==> src/rtl/core/pprr_pkg.sv <==
// Package for the priority round robin scheduler: widths, defaults and opcodes.
package pprr_pkg;
  localparam int unsigned TaskSlotsDef = 16;
  localparam int unsigned PrioLevelsDef = 16;
  localparam int unsigned SlotFieldW = 4;
  localparam int unsigned PrioFieldW = 4;
  localparam int unsigned BurstW = 16;
  localparam int unsigned QuantW = 8;
  localparam int unsigned TimeW = 32;
  localparam logic [QuantW-1:0] QuantRst = 8'd4;
  localparam logic OpArrive = 1'b0;
  localparam logic OpTick = 1'b1;
endpackage

==> src/rtl/core/preemptive_priority_round_robin.sv <==
// Top level of the preemptive priority scheduler with round robin per level.
//  channel | dir | handshake              | payload
//  s_axis  | in  | s_axis_tvalid/tready   | tdata: slot, prio, burst; tuser: opcode
//  m_axis  | out | m_axis_tvalid/tready   | tdata: result fields
//  cfg     | in  | cfg_valid_i/cfg_ready_o| quantum_length
// An arrival writes the slot and pushes it onto its level's queue; an ignored arrival
// is dropped in idle. A tick scans one level per cycle, then checks preemption,
// dispatches, runs and closes, with a push back when the quantum expires; a preemption
// adds a push and a second scan.
// Reset clears the queue flags, slot flags, CPU state and tick counter at once.
// A waiting result stalls only the run step of the next tick; arrivals pass meanwhile.
module preemptive_priority_round_robin
  import pprr_pkg::*;
#(
  parameter int unsigned TASK_SLOTS = TaskSlotsDef,
  parameter int unsigned PRIORITY_LEVELS = PrioLevelsDef
) (
  input  logic        clk_i,
  input  logic        rst_ni,
  input  logic        s_axis_tvalid,
  output logic        s_axis_tready,
  // tdata: task_slot[3:0], task_priority[7:4], burst_length[23:8]
  input  logic [23:0] s_axis_tdata,
  // tuser: opcode[0]
  input  logic        s_axis_tuser,
  output logic        m_axis_tvalid,
  input  logic        m_axis_tready,
  // tdata: busy_res[0], run_slot[4:1], run_priority[8:5], finished[9],
  // quantum_expired[10], preempted[11], time_now[43:12], zero[47:44]
  output logic [47:0] m_axis_tdata,
  input  logic        cfg_valid_i,
  output logic        cfg_ready_o,
  input  logic [7:0]  cfg_data_i
);
  localparam int unsigned SW = (TASK_SLOTS > 1) ? $clog2(TASK_SLOTS) : 1;
  localparam int unsigned LW = (PRIORITY_LEVELS > 1) ? $clog2(PRIORITY_LEVELS) : 1;
  localparam logic [LW-1:0] LvMax = LW'(PRIORITY_LEVELS - 1);

  typedef enum logic [2:0] {
    StIdle, StArrive, StScan, StPre, StDisp, StRun, StPush, StOut
  } state_e;

  state_e state_q;
  logic [QuantW-1:0] quant_q;
  logic [SW-1:0] nxt_q [TASK_SLOTS];
  logic [SW-1:0] head_q [PRIORITY_LEVELS];
  logic [SW-1:0] tail_q [PRIORITY_LEVELS];
  logic [BurstW-1:0] work_q [TASK_SLOTS];
  logic [LW-1:0] lvl_q [TASK_SLOTS];
  logic [PRIORITY_LEVELS-1:0] ne_q;
  logic [TASK_SLOTS-1:0] used_q;
  logic busy_q;
  logic [SW-1:0] cur_q;
  logic [QuantW-1:0] slice_q;
  logic [TimeW-1:0] tick_q;
  // scan state: level counter, found flag, found level; second pass flag
  logic [LW-1:0] scan_q, top_q;
  logic found_q, pass2_q, pre_q;
  logic [SW-1:0] push_q;
  logic [SW-1:0] in_slot_q;
  logic [LW-1:0] in_lvl_q;
  logic [BurstW-1:0] in_burst_q;
  logic out_v_q;
  logic [47:0] out_q;

  logic [SW-1:0] in_slot;
  logic [LW-1:0] in_lvl;
  logic slot_ok;
  logic [LW-1:0] plv;
  logic [BurstW-1:0] wnext;
  logic [QuantW-1:0] snext;
  logic out_free;
  logic run_go;

  always_comb begin
    slot_ok = (s_axis_tdata[3:0] < 4'(TASK_SLOTS)) || (TASK_SLOTS >= 16);
    in_slot = SW'(s_axis_tdata[3:0]);
    if (s_axis_tdata[7:4] >= 4'(PRIORITY_LEVELS - 1) && PRIORITY_LEVELS <= 16) begin
      in_lvl = LvMax;
    end else begin
      in_lvl = LW'(s_axis_tdata[7:4]);
    end
    plv = lvl_q[push_q];
    wnext = work_q[cur_q] - 1'b1;
    snext = slice_q - 1'b1;
  end

  // the run step may only fire once the output register is free
  assign out_free = !out_v_q || m_axis_tready;
  assign run_go = (state_q == StRun) && out_free;

  assign s_axis_tready = (state_q == StIdle);
  assign cfg_ready_o = 1'b1;
  assign m_axis_tvalid = out_v_q;
  assign m_axis_tdata = out_q;

  always_ff @(posedge clk_i) begin
    case (state_q)
      StArrive: begin
        lvl_q[in_slot_q] <= in_lvl_q;
        work_q[in_slot_q] <= in_burst_q;
      end
      StRun: begin
        if (out_free) begin
          work_q[cur_q] <= wnext;
        end
      end
      default: ;
    endcase
    if (state_q == StPush) begin
      if (ne_q[plv]) begin
        nxt_q[tail_q[plv]] <= push_q;
      end else begin
        head_q[plv] <= push_q;
      end
      tail_q[plv] <= push_q;
    end
    if (state_q == StDisp && found_q && !busy_q && head_q[top_q] != tail_q[top_q]) begin
      head_q[top_q] <= nxt_q[head_q[top_q]];
    end
    if (run_go) begin
      out_q <= {4'd0, tick_q, pre_q,
                busy_q && wnext != '0 && snext == '0,
                busy_q && wnext == '0,
                busy_q ? 4'(lvl_q[cur_q]) : 4'd0,
                busy_q ? 4'(cur_q) : 4'd0,
                busy_q};
    end
  end

  always_ff @(posedge clk_i or negedge rst_ni) begin
    if (!rst_ni) begin
      state_q <= StIdle;
      quant_q <= QuantRst;
      ne_q <= '0;
      used_q <= '0;
      busy_q <= 1'b0;
      cur_q <= '0;
      slice_q <= '0;
      tick_q <= '0;
      scan_q <= '0;
      top_q <= '0;
      found_q <= 1'b0;
      pass2_q <= 1'b0;
      pre_q <= 1'b0;
      push_q <= '0;
      in_slot_q <= '0;
      in_lvl_q <= '0;
      in_burst_q <= '0;
      out_v_q <= 1'b0;
    end else begin
      if (cfg_valid_i) begin
        quant_q <= cfg_data_i;
      end
      if (run_go) begin
        out_v_q <= 1'b1;
      end else if (m_axis_tready) begin
        out_v_q <= 1'b0;
      end
      case (state_q)
        StIdle: begin
          if (s_axis_tvalid && s_axis_tready) begin
            if (s_axis_tuser == OpTick) begin
              pre_q <= 1'b0;
              pass2_q <= 1'b0;
              scan_q <= LvMax;
              found_q <= 1'b0;
              state_q <= StScan;
            end else if (slot_ok && s_axis_tdata[23:8] != '0 && !used_q[in_slot]) begin
              in_slot_q <= in_slot;
              in_lvl_q <= in_lvl;
              in_burst_q <= s_axis_tdata[23:8];
              state_q <= StArrive;
            end
          end
        end
        StArrive: begin
          used_q[in_slot_q] <= 1'b1;
          push_q <= in_slot_q;
          pass2_q <= 1'b1;
          state_q <= StPush;
        end
        StScan: begin
          // walk down from the top level, keep the first nonempty one
          if (!found_q && ne_q[scan_q]) begin
            found_q <= 1'b1;
            top_q <= scan_q;
          end
          if (scan_q == '0) begin
            state_q <= pass2_q ? StDisp : StPre;
          end else begin
            scan_q <= scan_q - 1'b1;
          end
        end
        StPre: begin
          if (busy_q && found_q && top_q > lvl_q[cur_q]) begin
            busy_q <= 1'b0;
            pre_q <= 1'b1;
            push_q <= cur_q;
            state_q <= StPush;
          end else begin
            state_q <= StDisp;
          end
        end
        StPush: begin
          ne_q[plv] <= 1'b1;
          if (pass2_q) begin
            state_q <= StOut;
          end else begin
            pass2_q <= 1'b1;
            scan_q <= LvMax;
            found_q <= 1'b0;
            state_q <= StScan;
          end
        end
        StDisp: begin
          if (!busy_q && found_q) begin
            cur_q <= head_q[top_q];
            slice_q <= (quant_q == '0) ? QuantW'(1) : quant_q;
            busy_q <= 1'b1;
            if (head_q[top_q] == tail_q[top_q]) begin
              ne_q[top_q] <= 1'b0;
            end
          end
          state_q <= StRun;
        end
        StRun: begin
          // hold here while the previous result still waits
          if (out_free) begin
            tick_q <= tick_q + 1'b1;
            if (busy_q) begin
              slice_q <= snext;
              if (wnext == '0) begin
                used_q[cur_q] <= 1'b0;
                busy_q <= 1'b0;
                state_q <= StOut;
              end else if (snext == '0) begin
                busy_q <= 1'b0;
                push_q <= cur_q;
                pass2_q <= 1'b1;
                state_q <= StPush;
              end else begin
                state_q <= StOut;
              end
            end else begin
              state_q <= StOut;
            end
          end
        end
        StOut: state_q <= StIdle;
        default: state_q <= StIdle;
      endcase
    end
  end
endmodule

==> config.mk <==
export PLATFORM = sky130hd
export DESIGN_NAME = preemptive_priority_round_robin
export DESIGN_NICKNAME = d
export VERILOG_FILES = /design/src/rtl/core/pprr_pkg.sv /design/src/rtl/core/preemptive_priority_round_robin.sv
export SDC_FILE = /design/constraint.sdc
export NUM_CORES = 1
export LEC_CHECK = 0
export BUFFER_PORTS_ARGS = -buffer_cell sky130_fd_sc_hd__buf_2
export CAP_MARGIN = 20
export CELL_PAD_IN_SITES_DETAIL_PLACEMENT = 1
export CELL_PAD_IN_SITES_GLOBAL_PLACEMENT = 1
export CORE_ASPECT_RATIO = 0.7
export CORE_MARGIN = 5
export CORE_UTILIZATION = 55
export CTS_CLUSTER_SIZE = 16
export DETAILED_ROUTE_END_ITERATION = 8
export PLACE_DENSITY = 0.8
export SLEW_MARGIN = 15
export SYNTH_ARGS = -nofsm -noshare
export SYNTH_HDL_FRONTEND = slang
export SYNTH_SLANG_ARGS = --single-unit
==> constraint.sdc <==
create_clock -name clk_i -period 14.2 [get_ports clk_i]
set_input_delay 3.55 -clock clk_i [delete_from_list [all_inputs] [get_ports clk_i]]
set_output_delay 3.55 -clock clk_i [all_outputs]
set_load 0.03 [all_outputs]
[Word-level counts from Yosys, hierarchy flattened]
Memory sizes are Yosys's and may differ from the RTL's.
Cells that the tools add are included.
Storage, ports and cells
  output and inout port bits: 51
  word-level logic and storage cells: 219
  bits in writable memories: 512
  bits of input ports: 38
  register bits: 172
  memories kept: 5
Memory list
  work_q: depth 16, width 16, read ports 1, clocked after Yosys merged registers in 0, write ports 1, RTL line preemptive_priority_round_robin.sv:48  | logic [BurstW-1:0] work_q [TASK_SLOTS];
  head_q: depth 16, width 4, read ports 1, clocked after Yosys merged registers in 0, write ports 1, RTL line preemptive_priority_round_robin.sv:46  | logic [SW-1:0] head_q [PRIORITY_LEVELS];
  lvl_q: depth 16, width 4, read ports 2, clocked after Yosys merged registers in 0, write ports 1, RTL line preemptive_priority_round_robin.sv:49  | logic [LW-1:0] lvl_q [TASK_SLOTS];
  nxt_q: depth 16, width 4, read ports 1, clocked after Yosys merged registers in 0, write ports 1, RTL line preemptive_priority_round_robin.sv:45  | logic [SW-1:0] nxt_q [TASK_SLOTS];
  tail_q: depth 16, width 4, read ports 2, clocked after Yosys merged registers in 0, write ports 1, RTL line preemptive_priority_round_robin.sv:47  | logic [SW-1:0] tail_q [PRIORITY_LEVELS];
Operators by class
  $add $sub $neg: 4
  reductions and logical operators: 55
  order comparisons: 12
  eq/ne operators: 24
  multiplexer cells: 92
  bitwise logic cells: 7
Operator list (count)
  16-bit two-way mux: 6
  16-bit case mux with 2 select lines: 2
  4-bit two-way mux: 13
  1-bit two-way mux: 43
  32-bit by 1-bit adder with 32-bit output, second input constant: 1
  16-bit bitwise AND: 2
  8-bit two-way mux: 4
  16-bit NOT: 2
  16-bit OR: 2
  16-bit nonzero test: 2
  4-bit by 5-bit < comparator with 1-bit output, second input constant: 6
  3-bit two-way mux: 8
  3-bit case mux with 8 select lines: 1
  4-bit case mux with 3 select lines: 2
  4-bit AND reduction: 6
  1-bit logical AND: 17
  1-bit demux with 4-bit select: 4
  4-bit by 1-bit greater-or-equal comparator with 1-bit output, second input constant: 4
  16-bit zero test: 1
  8-bit zero test: 2
  2-bit inequality test, second input constant: 8
  8-bit case mux with 2 select lines: 1
  16-bit OR reduction: 1
  16-bit by 1-bit subtractor with 16-bit output, second input constant: 1
  29 further kinds: 55

[Depth between registers and ports, before layout]
  word-level depth: 10
  gate-level depth with buffers: 19
  depth with buffers taken out: 13

[Least setup slack after synthesis]
OpenSTA, ideal clock, no wires.
  kind: in2reg
  start: input m_axis_tready
  end: memory work_q[13][0], enable pin
  data arrival time: 6.758 ns
  buffers on the path: 2
  path slack: 7.054 ns
  required time: 13.812 ns
  stages on the path: 7
  library setup time: 0.388 ns
  cell sequence: nand2b_1 -> nand2_1 -> inv_1 -> clkbuf_1 -> clkbuf_1 -> a21oi_1 -> nor2_1
Between the ends
  word-level cells in the longest chain between the ends: 6
  elaborated cells on any way between the ends: 7
  those cells by class: mux (5); reduce/logical (2)
RTL lines
  from (decl): RTL line preemptive_priority_round_robin.sv:27  | input logic m_axis_tready,
  1-bit logical OR *: RTL line preemptive_priority_round_robin.sv:89  | assign out_free = !out_v_q || m_axis_tready;
  1-bit two-way mux *: RTL line preemptive_priority_round_robin.sv:104  | if (out_free) begin
  1-bit two-way mux *: RTL line preemptive_priority_round_robin.sv:98  | case (state_q)
  1-bit two-way mux (not written as such) *: RTL line preemptive_priority_round_robin.sv:105  | work_q[cur_q] <= wnext;
  16-bit OR reduction (no source line)
  4-bit two-way mux (no source line) or 1-bit two-way mux (tied branches)
  to (decl): RTL line preemptive_priority_round_robin.sv:48
Every way passes the cells marked *; elsewhere a longest branch is shown, timed or not.

[Worst setup path after layout]
  start: register cur_q[0] (read register of head_q)
  end: register used_q[6]
Between the ends
  word-level cells in the longest chain between the ends: 10
  elaborated cells on any way between the ends: 16
  those cells by class: add/sub (1); order compare (2); eq/ne (1); mux (6); bitwise (2); reduce/logical (3); memory (1)
RTL lines
  from (decl): RTL line preemptive_priority_round_robin.sv:53  | logic [SW-1:0] cur_q;
  branches (longest 10 deep; another with memory read 16 x 16 bit)
  to (signal assigned): RTL line preemptive_priority_round_robin.sv:136  | used_q <= '0;
  to (signal, indexed assignment): RTL line preemptive_priority_round_robin.sv:178  | used_q[in_slot_q] <= 1'b1;
  to (signal, indexed assignment): RTL line preemptive_priority_round_robin.sv:234  | used_q[cur_q] <= 1'b0;
  to (decl): RTL line preemptive_priority_round_robin.sv:51  | logic [TASK_SLOTS-1:0] used_q;
Several ways; the timed one is not identified. The select of a mux whose other input is x is not followed.
A chain may end at the register's enable or synchronous reset.

==> summary.md <==
| Metric | Value |
|---|---|
| Slew Limit Fails | 0 |
| Worst setup EP type | flip-flop |
| Post-synth top area cell | edfxtp_1 |
| Worst-path clk slew | 60 ps |
| Ant. Diodes | 0 |
| Final WL | approximately 75 mm |
| Tcrit/Tclk final | roughly 45% |
| NumNets Final | between 1500 and 2000 |
| Cell area power density | 188 nW/um2 |
| Avg Cell Area, Syn | between 15 and 20 um2 |
| Site Rows | 70 |
| Post-Syn Area | 29200 um2 |
| Hold Crit Class | flip-flop to flip-flop |
| Fin. Hold Viols | 0 |
| Postcts setup bufs | 0 |
| Initial antenna violation count | 1 |
| Drt initial violations | between 1500 and 2000 |
| Post-Synth Simple-Gate Area | under 10% |
| Global-route wire length before repair | 114 mm |
| Status | completed |
| Reg power frac | a little over 40% |
| Hold path startpoint | tick_q[31] |
| CTS H-tree lvls | 3 |
| Internal Power | a little over 4 mW |
| Largest net degree at the start of global routing | between 70 and 80 |
| Hold_buf cts | 0 |
| Area grow syn2layout | 11.5% |
| CP max FO | 43 |
| Combinational family with the most area after synthesis | multiplexers |
| Total power | between 6 and 7 mW |
| Vias in the first global route | approximately 18000 |
| Post-Synth XOR/XNOR Area | approximately 1.6% |
| ANT nets after route | 0 |
| Share of layout cells above drive strength 1 | a little over a quarter |
| Synth Area in Adders | 0.429% |
| Gr ovfl total | 0 |
| Maxcap violations | 0 |
| PostCTS Resize Cnt | 0 |
| Crit path arrival time | 6810 ps |
| Chip width | 285 um |
| Root Driver | clkbuf_16 |
| Ports | between 80 and 90 |
| Logic pwr share | a little under a third |
| Most frequent cells in the layout | 556 x edfxtp_1, 189 x mux4_2, 123 x dfrtp_1 |
| GP Congestion | roughly 0.9 |
| All-Layer GR Usage | a little over a quarter |
| Final TNS setup | 0 ps |
| Final setup violation count | 0 |
| Clock Power Share | around 29% |
| First-pass detailed-route iteration total | 5 |
| Dominant synthesized flop cell | edfxtp_1 |
| CP Class | flip-flop to flip-flop |
| Detailed placement HPWL | a little under 50 mm |
| Commonest non-fill, non-tap cell in the layout | edfxtp_1 |
| Core Util, Final | roughly 62% |
| Slew margin rel. | ~29% |
| CTS tree | done |
| DR vias/cell | around 6.5 |
| Synth warn | 0 |
| Cell count after synthesis | 1716 |
| Num CTS Buffers | 66 |
| Critical Path RT | 14650 ps |
| Remaining DRCs | 0 |
| #FFs+latches synth | between 600 and 700 |
| Async S/R FF share, synth | 18.7% |
| CTS Buffer Depth | 3 |
| Skew-Pair Late Insertion Delay | between 600 and 700 ps |
| Final min period | roughly 6400 ps |
| Post-synthesis compound-gate area fraction | under 10% |
| Top-area cell type share of the netlist area | 57.3% |
| Sw Share | between 30% and 40% |
| Sink Count | 684 |
| F_max | between 150 and 200 MHz |
| Post-route clock skew | ~28 ps |
| Yosys cell types | 63 |
| Crit. Startpoint | cur_q[0] |
| Register area share after synthesis | 68.2% |
| Maximum VDD drop | 0.131 mV |
| Initial Util | around 56% |
| Worst Max-Slew Pin Slew | 1070 ps |
| Detailed-route via count | between 15000 and 20000 |
| Crit path launch type | flip-flop |
| Die Ht | between 200 and 250 um |
| Leakage | about 11 nW |
| P_sw | about 2.0 mW |
| Wire per inst | about 30 um |
| Number of port buffers | 83 |
| RSZ-0062 raised after global routing | no |
| Core Region | 52400 um2 |
| Critical R2R Launch | cur_q[0] |
| Multiplexer share of the synthesized area | 17.7% |
| Dominant cells by area after synthesis | edfxtp_1 57%, mux4_2 15%, dfrtp_1 11%, mux2_2 1.9%, nor2_1 1.5% |
| Die Area | between 50000 and 60000 um2 |
| Number of synthesized flops with an enable pin | ~560 |
==> flip-flops by register name, indices dropped and copies added (netlist names), 16 cells and up <==
name          flops
work_q          256
head_q           64
nxt_q            64
tail_q           64
m_axis_tdata     44
ne_q             16
lvl_q            64
used_q           16
in_burst_q       16
tick_q           32
==> metal layers <==
metal	GRT usage, %	wire length [um]
met1	37.9	31200
met3	5.91	6040
met4	5.98	1610
met5	0	7
met2	41.3	35900
==> power groups by stage <==
stage	Clock [mW]	Sequential [mW]	Combinational, mW
2_1_floorplan	0	2.47	1.31
3_3_place_gp	0	2.51	1.76
3_5_place_dp	0	2.52	1.83
4_1_cts	1.77	2.48	1.85
5_1_grt	1.87	2.49	1.99
6_report	1.75	2.48	1.87
==> critical path, stage by stage, from the launching register on <==
cell       delay, ps
dfrtp_4          590
buf_4            700
buf_4            660
mux4_2           590
a22oi_1          290
nand2_1          230
inv_1            110
ha_1             240
inv_1             50
or3_1            490
nor4_1           300
xnor2_1          210
nand2_1          110
nand4bb_2        390
nor4_1           930
a31oi_1          210
==> cell usage after synthesis (22+ instances only) <==
| cell type | instances |
|---|---|
| edfxtp_1 | 556 |
| mux4_2 | 189 |
| dfrtp_1 | 127 |
| nor2_1 | 113 |
| nand2_1 | 107 |
| o21ai_0 | 76 |
| clkbuf_1 | 58 |
| mux2_2 | 48 |
| xnor2_1 | 36 |
| a21oi_1 | 33 |
| mux2i_1 | 32 |
| and2_1 | 29 |
| inv_1 | 28 |
| nor3_1 | 27 |
| a22oi_1 | 22 |
==> metrics by stage <==
stage	instance area (um2)	hold WS, ps	setup WS, ps	instances
floorplan	29200	435	7050	1719
global placement	30300	454	7700	2422
detailed placement	30300	456	7490	2424
CTS	32500	470	7870	2545
global route	32500	482	7420	2546
finish	32500	468	7840	2546
==> layout make-up <==
| type | instances | area (um2) |
|---|---|---|
| Tap cell | 684 | 856 |
| Sequential cell | 684 | 19900 |
| Timing Repair Buffer | 118 | 699 |
| Inverter | 30 | 113 |
| Clock buffer | 96 | 1910 |
| Fill cell | 4578 | 19900 |
| Clock inverter | 25 | 238 |
| Multi-Input combinational cell | 909 | 8780 |
==> path summary, 6_finish.rpt <==
path | end | slack (ps) | cells after the start
worst max-delay path | used_q[6] | 7840 | 15
worst min-delay path | tick_q[31] | 470 | 1
worst max register to register | used_q[6] | 7840 | 15
worst min register to register | tick_q[31] | 470 | 1
max in group asynchronous | cur_q[0] | 10180 | 3
min in group asynchronous | tick_q[30] | 2900 | 1
==> cells by family after synthesis <==
logic type               count (synthesis)
adder cells (fa/ha/maj)                 10
flip-flops                             684
other                                    2
buffers and inverters                  126
AO/OA/AOI/OAI                          171
XOR/XNOR                                53
AND/OR/NAND/NOR                        397
multiplexers                           273
Power figures use the tool's default switching activity.
